==> src/hrd_pkg.sv <==
// ----------------------------------------------------------------------------
// hrd_pkg
// Shared types, codes and defaults for the hot ring detector.
// ----------------------------------------------------------------------------
package hrd_pkg;

  // Ring count default and storage widths.
  localparam int NUM_RINGS_DEF = 4;
  localparam int SPEC_W        = 4;   // holds any ring index or the "none" code
  localparam int CNT_W         = 32;
  localparam int TOT_W         = 64;
  localparam int THR_W         = 13;
  localparam int MIN_W         = 16;
  localparam int MASK_W        = 4;
  localparam int TAG_W         = 16;
  localparam int CFG_IDX_W     = 3;
  localparam int CFG_DATA_W    = 16;
  localparam int PP_W          = 32 + THR_W;          // one partial product
  localparam int PROD_W        = TOT_W + THR_W;       // full threshold product

  // Configuration register indexes.
  localparam logic [CFG_IDX_W-1:0] REG_MIN_INV  = 3'd0;
  localparam logic [CFG_IDX_W-1:0] REG_HOT_THR  = 3'd1;
  localparam logic [CFG_IDX_W-1:0] REG_DECLARED = 3'd2;
  localparam logic [CFG_IDX_W-1:0] REG_LOWERING = 3'd3;
  localparam logic [CFG_IDX_W-1:0] REG_CYC_TAG  = 3'd4;

  // Configuration reset values.
  localparam logic [MIN_W-1:0]  MIN_INV_RST  = 16'd16;
  localparam logic [THR_W-1:0]  HOT_THR_RST  = 13'd2867;
  localparam logic [MASK_W-1:0] DECLARED_RST = 4'hF;
  localparam logic [MASK_W-1:0] LOWERING_RST = 4'hF;
  localparam logic [TAG_W-1:0]  CYC_TAG_RST  = 16'd0;

  // Operation codes.
  localparam logic [1:0] OP_OBSERVE      = 2'd0;
  localparam logic [1:0] OP_SPECIALIZE   = 2'd1;
  localparam logic [1:0] OP_DESPECIALIZE = 2'd2;

  // Status codes.
  localparam logic [1:0] STAT_OK      = 2'd0;
  localparam logic [1:0] STAT_ALREADY = 2'd1;
  localparam logic [1:0] STAT_INVALID = 2'd2;
  localparam logic [1:0] STAT_NONE    = 2'd3;

  // Witness kinds.
  localparam logic WIT_SPECIALIZE   = 1'b0;
  localparam logic WIT_DESPECIALIZE = 1'b1;

  // Commands from the controller to the datapath.
  typedef struct packed {
    logic load;       // take an input item and apply its update
    logic scan_step;  // visit one ring counter
    logic finish;     // decide the hot ring and load the output register
  } hrd_cmd_t;

  // Status from the datapath to the controller.
  typedef struct packed {
    logic scan_last;  // the scan is at the last ring
    logic out_free;   // the output register can take a new item
  } hrd_sts_t;

endpackage

==> src/hrd_ctrl.sv <==
// ----------------------------------------------------------------------------
// hrd_ctrl
// Sequencer: accept an item, scan the ring counters, then decide and
// hand the result to the output register.
// ----------------------------------------------------------------------------
module hrd_ctrl
  import hrd_pkg::*;
(
  input  logic     clk,
  input  logic     rst,
  input  logic     in_valid,
  output logic     in_ready,
  output hrd_cmd_t cmd,
  input  hrd_sts_t sts
);

  typedef enum logic [2:0] {
    ST_IDLE = 3'b001,
    ST_SCAN = 3'b010,
    ST_DONE = 3'b100
  } state_t;

  state_t state;
  state_t state_next;

  // Handshake and commands.
  assign in_ready      = (state == ST_IDLE);
  assign cmd.load      = in_valid && (state == ST_IDLE);
  assign cmd.scan_step = (state == ST_SCAN);
  assign cmd.finish    = (state == ST_DONE) && sts.out_free;

  // Next state.
  always_comb begin
    state_next = state;
    case (state)
      ST_IDLE: begin
        if (in_valid) state_next = ST_SCAN;
      end
      ST_SCAN: begin
        if (sts.scan_last) state_next = ST_DONE;
      end
      ST_DONE: begin
        if (sts.out_free) state_next = ST_IDLE;
      end
      default: begin
        state_next = ST_IDLE;
      end
    endcase
  end

  // State register.
  always_ff @(posedge clk) begin
    if (rst) begin
      state <= ST_IDLE;
    end else begin
      state <= state_next;
    end
  end

endmodule

==> src/hrd_datapath.sv <==
// ----------------------------------------------------------------------------
// hrd_datapath
// Configuration registers, ring counters, total, specialization state,
// the argmax scan, the threshold product pipeline and the output register.
// ----------------------------------------------------------------------------
module hrd_datapath
  import hrd_pkg::*;
#(
  parameter int NUM_RINGS = NUM_RINGS_DEF
) (
  input  logic                  clk,
  input  logic                  rst,
  input  logic                  cfg_wr_en,
  input  logic [CFG_IDX_W-1:0]  cfg_index,
  input  logic [CFG_DATA_W-1:0] cfg_wdata,
  input  logic [1:0]            operation,
  input  logic [2:0]            ring,
  input  hrd_cmd_t              cmd,
  output hrd_sts_t              sts,
  input  logic                  out_ready,
  output logic                  out_valid,
  output logic [1:0]            status,
  output logic                  hot_valid,
  output logic [1:0]            hot_ring,
  output logic                  witness_valid,
  output logic                  witness_kind,
  output logic [1:0]            witness_ring,
  output logic [TAG_W-1:0]      witness_tag,
  output logic [2:0]            current_special_ring
);

  localparam int RING_W = $clog2(NUM_RINGS);
  localparam logic [SPEC_W-1:0] SPEC_NONE = SPEC_W'(NUM_RINGS);
  localparam logic [RING_W-1:0] LAST_RING = RING_W'(NUM_RINGS - 1);

  // Configuration registers.
  logic [MIN_W-1:0]  min_inv;
  logic [THR_W-1:0]  hot_thr;
  logic [MASK_W-1:0] declared_mask;
  logic [MASK_W-1:0] lowering_mask;
  logic [TAG_W-1:0]  cycle_tag;

  // Counting and specialization state.
  logic [CNT_W-1:0]  ring_counts [NUM_RINGS];
  logic [TOT_W-1:0]  total_count;
  logic [SPEC_W-1:0] special_ring;

  // Item decode.
  logic ring_ok;
  logic lowered;
  logic declared;
  logic count_it;

  // Per-item result under construction.
  logic [1:0]        res_status;
  logic              res_wv;
  logic              res_wk;
  logic [1:0]        res_wr;
  logic [TAG_W-1:0]  res_wt;
  logic [1:0]        res_status_next;
  logic              res_wv_next;
  logic              res_wk_next;
  logic [1:0]        res_wr_next;
  logic [SPEC_W-1:0] special_ring_next;

  // Scan registers.
  logic [RING_W-1:0] scan_idx;
  logic [CNT_W-1:0]  best;
  logic [RING_W-1:0] best_r;
  logic              found;
  logic [CNT_W-1:0]  scan_val;

  // Threshold product pipeline.
  logic [PP_W-1:0]   pp_lo;
  logic [PP_W-1:0]   pp_hi;
  logic [PROD_W-1:0] prod;
  logic              hot_pass;
  logic [2:0]        best_r_ext;

  // Configuration writes.
  always_ff @(posedge clk) begin
    if (rst) begin
      min_inv       <= MIN_INV_RST;
      hot_thr       <= HOT_THR_RST;
      declared_mask <= DECLARED_RST;
      lowering_mask <= LOWERING_RST;
      cycle_tag     <= CYC_TAG_RST;
    end else if (cfg_wr_en) begin
      case (cfg_index)
        REG_MIN_INV:  min_inv       <= cfg_wdata;
        REG_HOT_THR:  hot_thr       <= cfg_wdata[THR_W-1:0];
        REG_DECLARED: declared_mask <= cfg_wdata[MASK_W-1:0];
        REG_LOWERING: lowering_mask <= cfg_wdata[MASK_W-1:0];
        REG_CYC_TAG:  cycle_tag     <= cfg_wdata;
        default: begin
        end
      endcase
    end
  end

  // Ring checks. Rings at four and above have no mask bit.
  assign ring_ok  = SPEC_W'(ring) < SPEC_NONE;
  assign lowered  = !ring[2] && lowering_mask[ring[1:0]];
  assign declared = !ring[2] && declared_mask[ring[1:0]];
  assign count_it = cmd.load && (operation == OP_OBSERVE) && ring_ok && lowered;

  // One saturating counter lane per ring.
  for (genvar i = 0; i < NUM_RINGS; i++) begin : g_lane
    always_ff @(posedge clk) begin
      if (rst) begin
        ring_counts[i] <= '0;
      end else if (count_it && (ring == 3'(i)) && (ring_counts[i] != '1)) begin
        ring_counts[i] <= ring_counts[i] + 1'b1;
      end
    end
  end

  // Saturating total.
  always_ff @(posedge clk) begin
    if (rst) begin
      total_count <= '0;
    end else if (count_it && (total_count != '1)) begin
      total_count <= total_count + 1'b1;
    end
  end

  // Specialize and despecialize decisions.
  always_comb begin
    res_status_next   = STAT_OK;
    res_wv_next       = 1'b0;
    res_wk_next       = WIT_SPECIALIZE;
    res_wr_next       = 2'd0;
    special_ring_next = special_ring;
    case (operation)
      OP_OBSERVE: begin
      end
      OP_SPECIALIZE: begin
        if (!ring_ok || !declared) begin
          res_status_next = STAT_INVALID;
        end else if (special_ring == SPEC_W'(ring)) begin
          res_status_next = STAT_ALREADY;
        end else begin
          special_ring_next = SPEC_W'(ring);
          res_wv_next       = 1'b1;
          res_wr_next       = ring[1:0];
        end
      end
      OP_DESPECIALIZE: begin
        if (special_ring == SPEC_NONE) begin
          res_status_next = STAT_NONE;
        end else begin
          special_ring_next = SPEC_NONE;
          res_wv_next       = 1'b1;
          res_wk_next       = WIT_DESPECIALIZE;
          res_wr_next       = special_ring[1:0];
        end
      end
      default: begin
        res_status_next = STAT_INVALID;
      end
    endcase
  end

  // Specialized ring register.
  always_ff @(posedge clk) begin
    if (rst) begin
      special_ring <= SPEC_NONE;
    end else if (cmd.load) begin
      special_ring <= special_ring_next;
    end
  end

  // Hold the item's status and witness until the result is loaded.
  always_ff @(posedge clk) begin
    if (cmd.load) begin
      res_status <= res_status_next;
      res_wv     <= res_wv_next;
      res_wk     <= res_wk_next;
      res_wr     <= res_wr_next;
      res_wt     <= res_wv_next ? cycle_tag : '0;
    end
  end

  // Argmax scan: one counter per cycle, first strict maximum wins.
  assign scan_val = ring_counts[scan_idx];

  always_ff @(posedge clk) begin
    if (cmd.load) begin
      scan_idx <= '0;
      best     <= '0;
      best_r   <= '0;
      found    <= 1'b0;
    end else if (cmd.scan_step) begin
      scan_idx <= scan_idx + 1'b1;
      if (scan_val > best) begin
        best   <= scan_val;
        best_r <= scan_idx;
        found  <= 1'b1;
      end
    end
  end

  assign sts.scan_last = (scan_idx == LAST_RING);

  // Threshold product total * q in two 32-bit halves, then one wide add.
  // The total is stable from the accept edge; pp_lo/pp_hi and then prod
  // register the product before the scan of at least two rings has ended.
  always_ff @(posedge clk) begin
    pp_lo <= PP_W'(total_count[31:0]) * PP_W'(hot_thr);
    pp_hi <= PP_W'(total_count[TOT_W-1:32]) * PP_W'(hot_thr);
    prod  <= {pp_hi, 32'd0} + PROD_W'(pp_lo);
  end

  // Hot test: a ring was found, total >= min_inv, and best * 4096 > total * q at full width.
  assign hot_pass = found
                 && (total_count >= TOT_W'(min_inv))
                 && (PROD_W'({best, 12'd0}) > prod);
  assign best_r_ext = 3'(best_r);

  // Output register.
  assign sts.out_free = !out_valid || out_ready;

  always_ff @(posedge clk) begin
    if (rst) begin
      out_valid <= 1'b0;
    end else if (cmd.finish) begin
      out_valid <= 1'b1;
    end else if (out_ready) begin
      out_valid <= 1'b0;
    end
  end

  always_ff @(posedge clk) begin
    if (cmd.finish) begin
      status               <= res_status;
      hot_valid            <= hot_pass;
      hot_ring             <= hot_pass ? best_r_ext[1:0] : 2'd0;
      witness_valid        <= res_wv;
      witness_kind         <= res_wk;
      witness_ring         <= res_wr;
      witness_tag          <= res_wt;
      current_special_ring <= special_ring[2:0];
    end
  end

endmodule

==> src/hot_ring_detector.sv <==
// ----------------------------------------------------------------------------
// hot_ring_detector
// Per-ring invocation counters with a hottest-ring report and
// specialization tracking with witness events.
// ----------------------------------------------------------------------------
//
//   Channel  Handshake            Payload
//   -------  -------------------  ---------------------------------------------
//   in       in_valid/in_ready    operation, ring
//   out      out_valid/out_ready  status, hot_valid, hot_ring, witness_valid,
//                                 witness_kind, witness_ring, witness_tag,
//                                 current_special_ring
//   cfg      cfg_wr_en            cfg_index, cfg_wdata
//
// An item is accepted and updates the counters, the argmax scan then
// visits the counters ring by ring, and last comes the threshold
// decision.
// Reset clears all counters and the specialized ring; there is no clearing
// pass. A stalled output holds the next item in its decision cycle until
// the output register frees up; a new item is accepted meanwhile only once
// the previous one has reached the output register.
module hot_ring_detector
  import hrd_pkg::*;
#(
  parameter int NUM_RINGS = NUM_RINGS_DEF
) (
  input  logic                  clk,
  input  logic                  rst,
  input  logic                  cfg_wr_en,
  input  logic [CFG_IDX_W-1:0]  cfg_index,
  input  logic [CFG_DATA_W-1:0] cfg_wdata,
  input  logic                  in_valid,
  output logic                  in_ready,
  input  logic [1:0]            operation,
  input  logic [2:0]            ring,
  output logic                  out_valid,
  input  logic                  out_ready,
  output logic [1:0]            status,
  output logic                  hot_valid,
  output logic [1:0]            hot_ring,
  output logic                  witness_valid,
  output logic                  witness_kind,
  output logic [1:0]            witness_ring,
  output logic [TAG_W-1:0]      witness_tag,
  output logic [2:0]            current_special_ring
);

  hrd_cmd_t cmd;
  hrd_sts_t sts;

  // Sequencer.
  hrd_ctrl u_ctrl (
    .clk      (clk),
    .rst      (rst),
    .in_valid (in_valid),
    .in_ready (in_ready),
    .cmd      (cmd),
    .sts      (sts)
  );

  // Counters, scan, threshold and output register.
  hrd_datapath #(
    .NUM_RINGS (NUM_RINGS)
  ) u_datapath (
    .clk                  (clk),
    .rst                  (rst),
    .cfg_wr_en            (cfg_wr_en),
    .cfg_index            (cfg_index),
    .cfg_wdata            (cfg_wdata),
    .operation            (operation),
    .ring                 (ring),
    .cmd                  (cmd),
    .sts                  (sts),
    .out_ready            (out_ready),
    .out_valid            (out_valid),
    .status               (status),
    .hot_valid            (hot_valid),
    .hot_ring             (hot_ring),
    .witness_valid        (witness_valid),
    .witness_kind         (witness_kind),
    .witness_ring         (witness_ring),
    .witness_tag          (witness_tag),
    .current_special_ring (current_special_ring)
  );

endmodule
==> config.mk <==
export PLATFORM = sky130hd
export DESIGN_NAME = hot_ring_detector
export DESIGN_NICKNAME = d
export VERILOG_FILES = /design/src/hrd_pkg.sv /design/src/hrd_ctrl.sv /design/src/hrd_datapath.sv /design/src/hot_ring_detector.sv
export SDC_FILE = /design/constraint.sdc
export NUM_CORES = 2
export LEC_CHECK = 0
export BUFFER_PORTS_ARGS = -buffer_cell sky130_fd_sc_hd__buf_2
export CORE_MARGIN = 2
export CORE_UTILIZATION = 50
export DETAILED_ROUTE_END_ITERATION = 6
export PLACE_DENSITY = 0.66
export SYNTH_ARGS = -nofsm -noshare
export SYNTH_HDL_FRONTEND = slang
export SYNTH_SLANG_ARGS = --single-unit
==> constraint.sdc <==
create_clock -name clk -period 9.85 [get_ports clk]
set_input_delay 0.985 -clock clk [delete_from_list [all_inputs] [get_ports clk]]
set_output_delay 0.985 -clock clk [all_outputs]
set_load 0.005 [all_outputs]
# Yosys cells after proc, flatten, opt, wreduce, memory -nomap -nowiden
# Memory sizes are Yosys's and may differ from the RTL's. A register that Yosys moved wholly into a read port is not among the register bits.
# Index checks and enable logic that the tools add are counted.
# word_totals
memories	1
mem_bits_rw	128
out_inout_bits	30
register_bits	379
in_bits	29
wordCells	157
# classes
eq_ne	26
n_reduce_logical	37
bitwise_logic	4
addsub	7
n_mul	2
mux	46
magnitude_cmp	5
# mem_list
memory	depth	width	rd	rd_clocked_by_memory_dff	wr	line	text
u_datapath.ring_counts	4	32	5	1	4	hrd_datapath.sv:44	logic [CNT_W-1:0] ring_counts [NUM_RINGS];
# op_table
cell	count
$add 32x1->32 const B	4
$mux 32	4
$ne 32x32->1 const B	4
$mul 32x13->45	2
$add 77x45->77	1
$gt 44x77->1	1
$add 64x1->64 const B	1
$ge 64x16->1	1
$ne 64x64->1 const B	1
$gt 32x32->1	1
$mux 1	22
$logic_and 1x1->1	18
$eq 3x2->1 const B	5
$mux 2	7
$mux 4	3
$reduce_and 2->1	6
$eq 3x1->1 const B	3
$mux 3	3
$pmux 3 s3	1
$ne 2x2->1 const B	4
$pmux 4 s2	1
$eq 3x3->1 const B	2
$logic_not 3->1	2
$pmux 2 s3	1
other kinds (18)	29

# Logic depth before layout (Yosys ltp)
# logic_depth
word_depth	11
depth_mapped	25
depth_no_buf	22

# Hierarchy
# Synthesis repeated with hierarchy kept, for this count alone.
# unflattened
cells_unflattened	5296
area_unflattened_um2	48850.6
# modules_own_cells
module	seq_area_each_um2	area_each_um2	instances	cells_each
hrd_datapath	11891.4	48631.6	1	5272
hrd_ctrl	60.1	219.0	1	24

# Least setup slack after synthesis
# Ideal clock, no wire load.
# synth_path
kind	reg2reg
start	register u_datapath.hot_thr[12]
end	register u_datapath.pp_hi[42]
t_required_ns	9.778
path_buffers	2
t_arrival_ns	5.787
setup_slack_ns	3.992
path_stages_with_launch	23
setup_time_ns	0.072
period_less_slack_ns	5.858
path_cell_list	dfxtp_1 > clkbuf_1 > clkbuf_1 > nand2_1 > fa_1 > fa_1 > inv_1 > fa_1 > fa_1 > inv_1 > fa_1 > inv_1 > ha_1 > and2_1 > o2111ai_1 > nor3b_1 > o41ai_2 > a21oi_1 > nand2_1 > a21oi_1 > nand4_1 > a31oi_1 > xor2_1
# synth_between
elab_chain_cells	1
# synth_lines
item	line	text
from (decl)	hrd_datapath.sv:38	logic [THR_W-1:0] hot_thr;
from (signal assigned)	hrd_datapath.sv:91	REG_HOT_THR: hot_thr <= cfg_wdata[THR_W-1:0];
$mul 32x13->45	hrd_datapath.sv:210	pp_hi <= PP_W'(total_count[TOT_W-1:32]) * PP_W'(hot_thr);
to (signal assigned)	hrd_datapath.sv:210	
to (decl)	hrd_datapath.sv:75	logic [PP_W-1:0] pp_hi;
# No other way between the ends.
# A chain may end at the register's enable or synchronous reset.

# Worst setup path in the final report
# layout_path
start	register u_datapath.hot_thr[2]
end	register u_datapath.pp_lo[41]
# layout_between
elab_chain_cells	1
# layout_lines
item	line	text
$mul 32x13->45	hrd_datapath.sv:209	pp_lo <= PP_W'(total_count[31:0]) * PP_W'(hot_thr);
to (signal assigned)	hrd_datapath.sv:209	
to (decl)	hrd_datapath.sv:74	logic [PP_W-1:0] pp_lo;
# No other way between the ends.

==> results.cfg <==
[cells_and_area]
layout-drive-gt1-share = 0.0525
syn_to_final_growth_pct = 6.63
multi_input_area_um2 = 32100
fillers = 8687
regArea_um2 = 12000
layout.nets = 6045

[critical_path]
start_kind = flop
cp_max_fo = 34
reg2reg_from = u_datapath.hot_thr[2]
required_ns = 10.38
crit_start = u_datapath.hot_thr[2]
r2r_slack_ns = 2.62
crit_arrival_ns = 7.76
r2r_end = u_datapath.pp_lo[41]
worstSetupEndpointType = flop
crit_type = flop to flop
reg2reg_depth = 22

[power]
irDropWorstVdd_v = 0.000159
power.switching_mw = 1.15
p_comb_frac = 0.049
clockPowerShare = 0.476
powerDensity_nw_per_um2 = 92.4
p_leak_nw = 23.9
sw_frac_of_total = 0.242
internal-power_mw = 3.61
p_seq_frac = 0.475

[synthesis]
synth_top_family_by_area = adder cells
syn-mean-instance-area_um2 = 9.33
synth_mux_area_frac = 0.0243
ys_seq_elements = 508
yosysUniqueCellTypes = 82
syn_nets = 6152
ys.warnings.count = 0
synth_ff_type = dfxtp_1
yosysSeqAreaShare = 0.247
synthSimpleGateAreaFrac = 0.183
synth-edff-count = 178
syn_inst = 5179
synth-xor-area-share = 0.0535
synth_adder_area_share = 0.347
netlist_area_um2 = 48300
ys_async_sr_fraction = 0
synth_compound_area_frac = 0.0561

[place]
io_buffers = 58
gp_congestion = 0.882
dp_hpwl_um = 87200

[floorplan]
die_h_um = 315
rows = 114
core-area_um2 = 96300
die_area_um2 = 99100
initial_core_util = 0.502
die_x_um = 315
io_pins = 59

[clock_tree]
clock_latency_ns = 0.70
cts_max_level = 2
cts_tree = built
hold_buffers = 0
cts_buffers = 59
cts.clk_slew.worst_paths_ns = 0.06
cts_buffer_depth = 3
clock-sinks = 508
cts_root_buf = clkbuf_16
postCtsSetupRepairBufs = 0
cts_resized = 0

[route]
drt_iter0_drc = 2197
vias = 34200
ant_nets = 0
wl_per_cell_um = 18.1
drt-total-wl_um = 116000
drc = 0
first_pass_iters = 5
vias_per_cell = 5.34

[outcome]
status = complete, no violations

[min_path]
hold_depth = 0
min_path_type = flop to flop
hp-start = u_datapath.pp_lo[24]
hold_path_end = u_datapath.prod[24]

[job]
drv_cap = 0

[sta]
period_minus_slack_ns = 7.23
max_slew.worst_pin.slew_ns = 1.29
fmax_mhz = 138
finalSetupViolCount = 0
min_period_over_period = 0.734
slew_violations = 0
setup_tns_ns = 0
rsz0062_at_grt = no
hold_violations = 0
slew_headroom = 0.135
fin_hold_ws_ns = 0.325
skew_ns = 0.0595

[global_routing]
first_global_vias = 34600
overflow = 0
grt_usage = 0.239
grt_max_degree = 82
antenna_found_initial = 5
grt_pass1_wl_um = 187000
-- cell usage after synthesis, types with 87 or more instances --
library cell  number  share of area
xnor2_1          141          0.026
nor2_1           336          0.026
a21oi_1          139          0.014
nand3_1          103          0.011
inv_1            877          0.068
nand2_1          643          0.050
fa_1             661           0.27
clkbuf_1         239          0.019
edfxtp_1         178           0.11
a21o_1            87          0.014
dfxtp_1          330           0.14
xor2_1           154          0.028
ha_1             283          0.073
and2_1           420          0.054
-- cells by family (layout without fill, tap and decap cells) --
family,count (synthesis),after routing
xor+xnor,295,295
fa+ha+maj,944,944
compound gates,414,414
buf+inv,1136,1077
simple gates,1807,1807
flops,508,508
other cells,0,1
mux,75,75
-- cell usage in the layout (no fill, tap or decap), types with 7 or more instances in the layout --
cell         n
nor2b_1     37
clkbuf_1    10
a21oi_1    139
and4_1      16
o21bai_1     7
dfxtp_1    316
or2_2        7
buf_4       34
and2_1     420
fa_1       661
clkinv_2    12
o211ai_1     8
nor4_1      29
mux4_2      34
buf_2       57
or3_1       17
and3_1      50
o21ai_0     65
nand2b_1    22
xnor2_1    141
a211oi_1    18
nand3_1    102
nand2_1    643
a21o_1      87
edfxtp_1   178
ha_1       283
nand4_1     71
a21boi_0     8
mux2i_1     41
clkbuf_16   62
nor2_1     336
o21a_1       9
inv_1      877
nor3_1      28
xor2_1     154
o31ai_1      7
a211o_1     21
dfxtp_2     14
-- metrics by stage --
step | cell area, um2 | instances | setup WS (ns) | util | total power, mW
6_report | 51500 | 6397 | 2.62 | 0.535 | 4.76
5_1_grt | 51500 | 6396 | 2.31 | 0.535 | 4.92
4_1_cts | 51500 | 6396 | 2.74 | 0.535 | 4.81
3_5_place_dp | 49500 | 6287 | 2.78 | 0.514 | 2.54
3_3_place_gp | 49500 | 6287 | 2.90 | 0.514 | 2.53
2_1_floorplan | 48300 | 5179 | 3.99 | - | 2.45
-- worst max-delay path, cell delays in order, from the launching register on --
cell and delay, ns:
dfxtp_2 0.92, buf_4 0.48, and2_1 0.21, fa_1 0.41, inv_1 0.09, fa_1 0.39, inv_1 0.09, fa_1 0.45
fa_1 0.51, inv_1 0.06, fa_1 0.52, inv_1 0.04, ha_1 0.35, and3_1 0.22, nand4_1 0.12, or3_1 0.36
o221ai_1 0.39, o21ai_0 0.48, o2111ai_1 0.42, nand2_1 0.14, o21ai_0 0.18, a21oi_1 0.10, xnor2_1 0.13
-- power groups by stage --
stage	combinational, mW	clock, mW	sequential [mW]
floorplan	0.171	0	2.28
global placement	0.231	0	2.30
detailed placement	0.234	0	2.31
CTS	0.236	2.32	2.26
global route	0.260	2.39	2.27
finish	0.234	2.27	2.26
-- metal layers --
metal  part of all wire  global-route usage
met3              0.066              0.0452
met4              0.030              0.0750
met1               0.43               0.322
met2               0.47               0.391
met5            0.00012                   0
-- flip-flops by register name, indices dropped and copies added, names as in the netlist, 3 cells and up, named ones only --
signal                           cells
u_datapath.total_count              64
u_datapath.hot_thr                  13
u_datapath.cycle_tag                16
u_datapath.special_ring              3
u_datapath.lowering_mask             4
u_datapath.pp_hi                    45
u_datapath.ring_counts             128
u_ctrl.state                         3
u_datapath.best                     32
u_datapath.pp_lo                    45
u_datapath.min_inv                  16
u_datapath.current_special_ring      3
u_datapath.witness_tag              16
u_datapath.res_wt                   16
u_datapath.prod                     77
u_datapath.declared_mask             4
-- final cells by class --
class | instances | share of cell area
inverter | 877 | 0.0639
timing repair buffer | 91 | 0.0105
clock inverter | 31 | 0.00699
sequential | 508 | 0.232
tap | 1276 | 0.0310
clock buffer | 78 | 0.0324
antenna | 1 | 0.0000486
multi-input combinational | 3535 | 0.623
-- worst max path at each step --
stage | endpoint | cells past startpoint
final | u_datapath.pp_lo[41] | 22
after global routing | u_datapath.pp_lo[41] | 22
after CTS | u_datapath.pp_lo[41] | 22
after detailed placement | u_datapath.pp_hi[42] | 21
after global placement | u_datapath.pp_lo[41] | 22
after floorplan | u_datapath.pp_hi[42] | 22
Note: power is estimated with default switching activity, not from simulation.
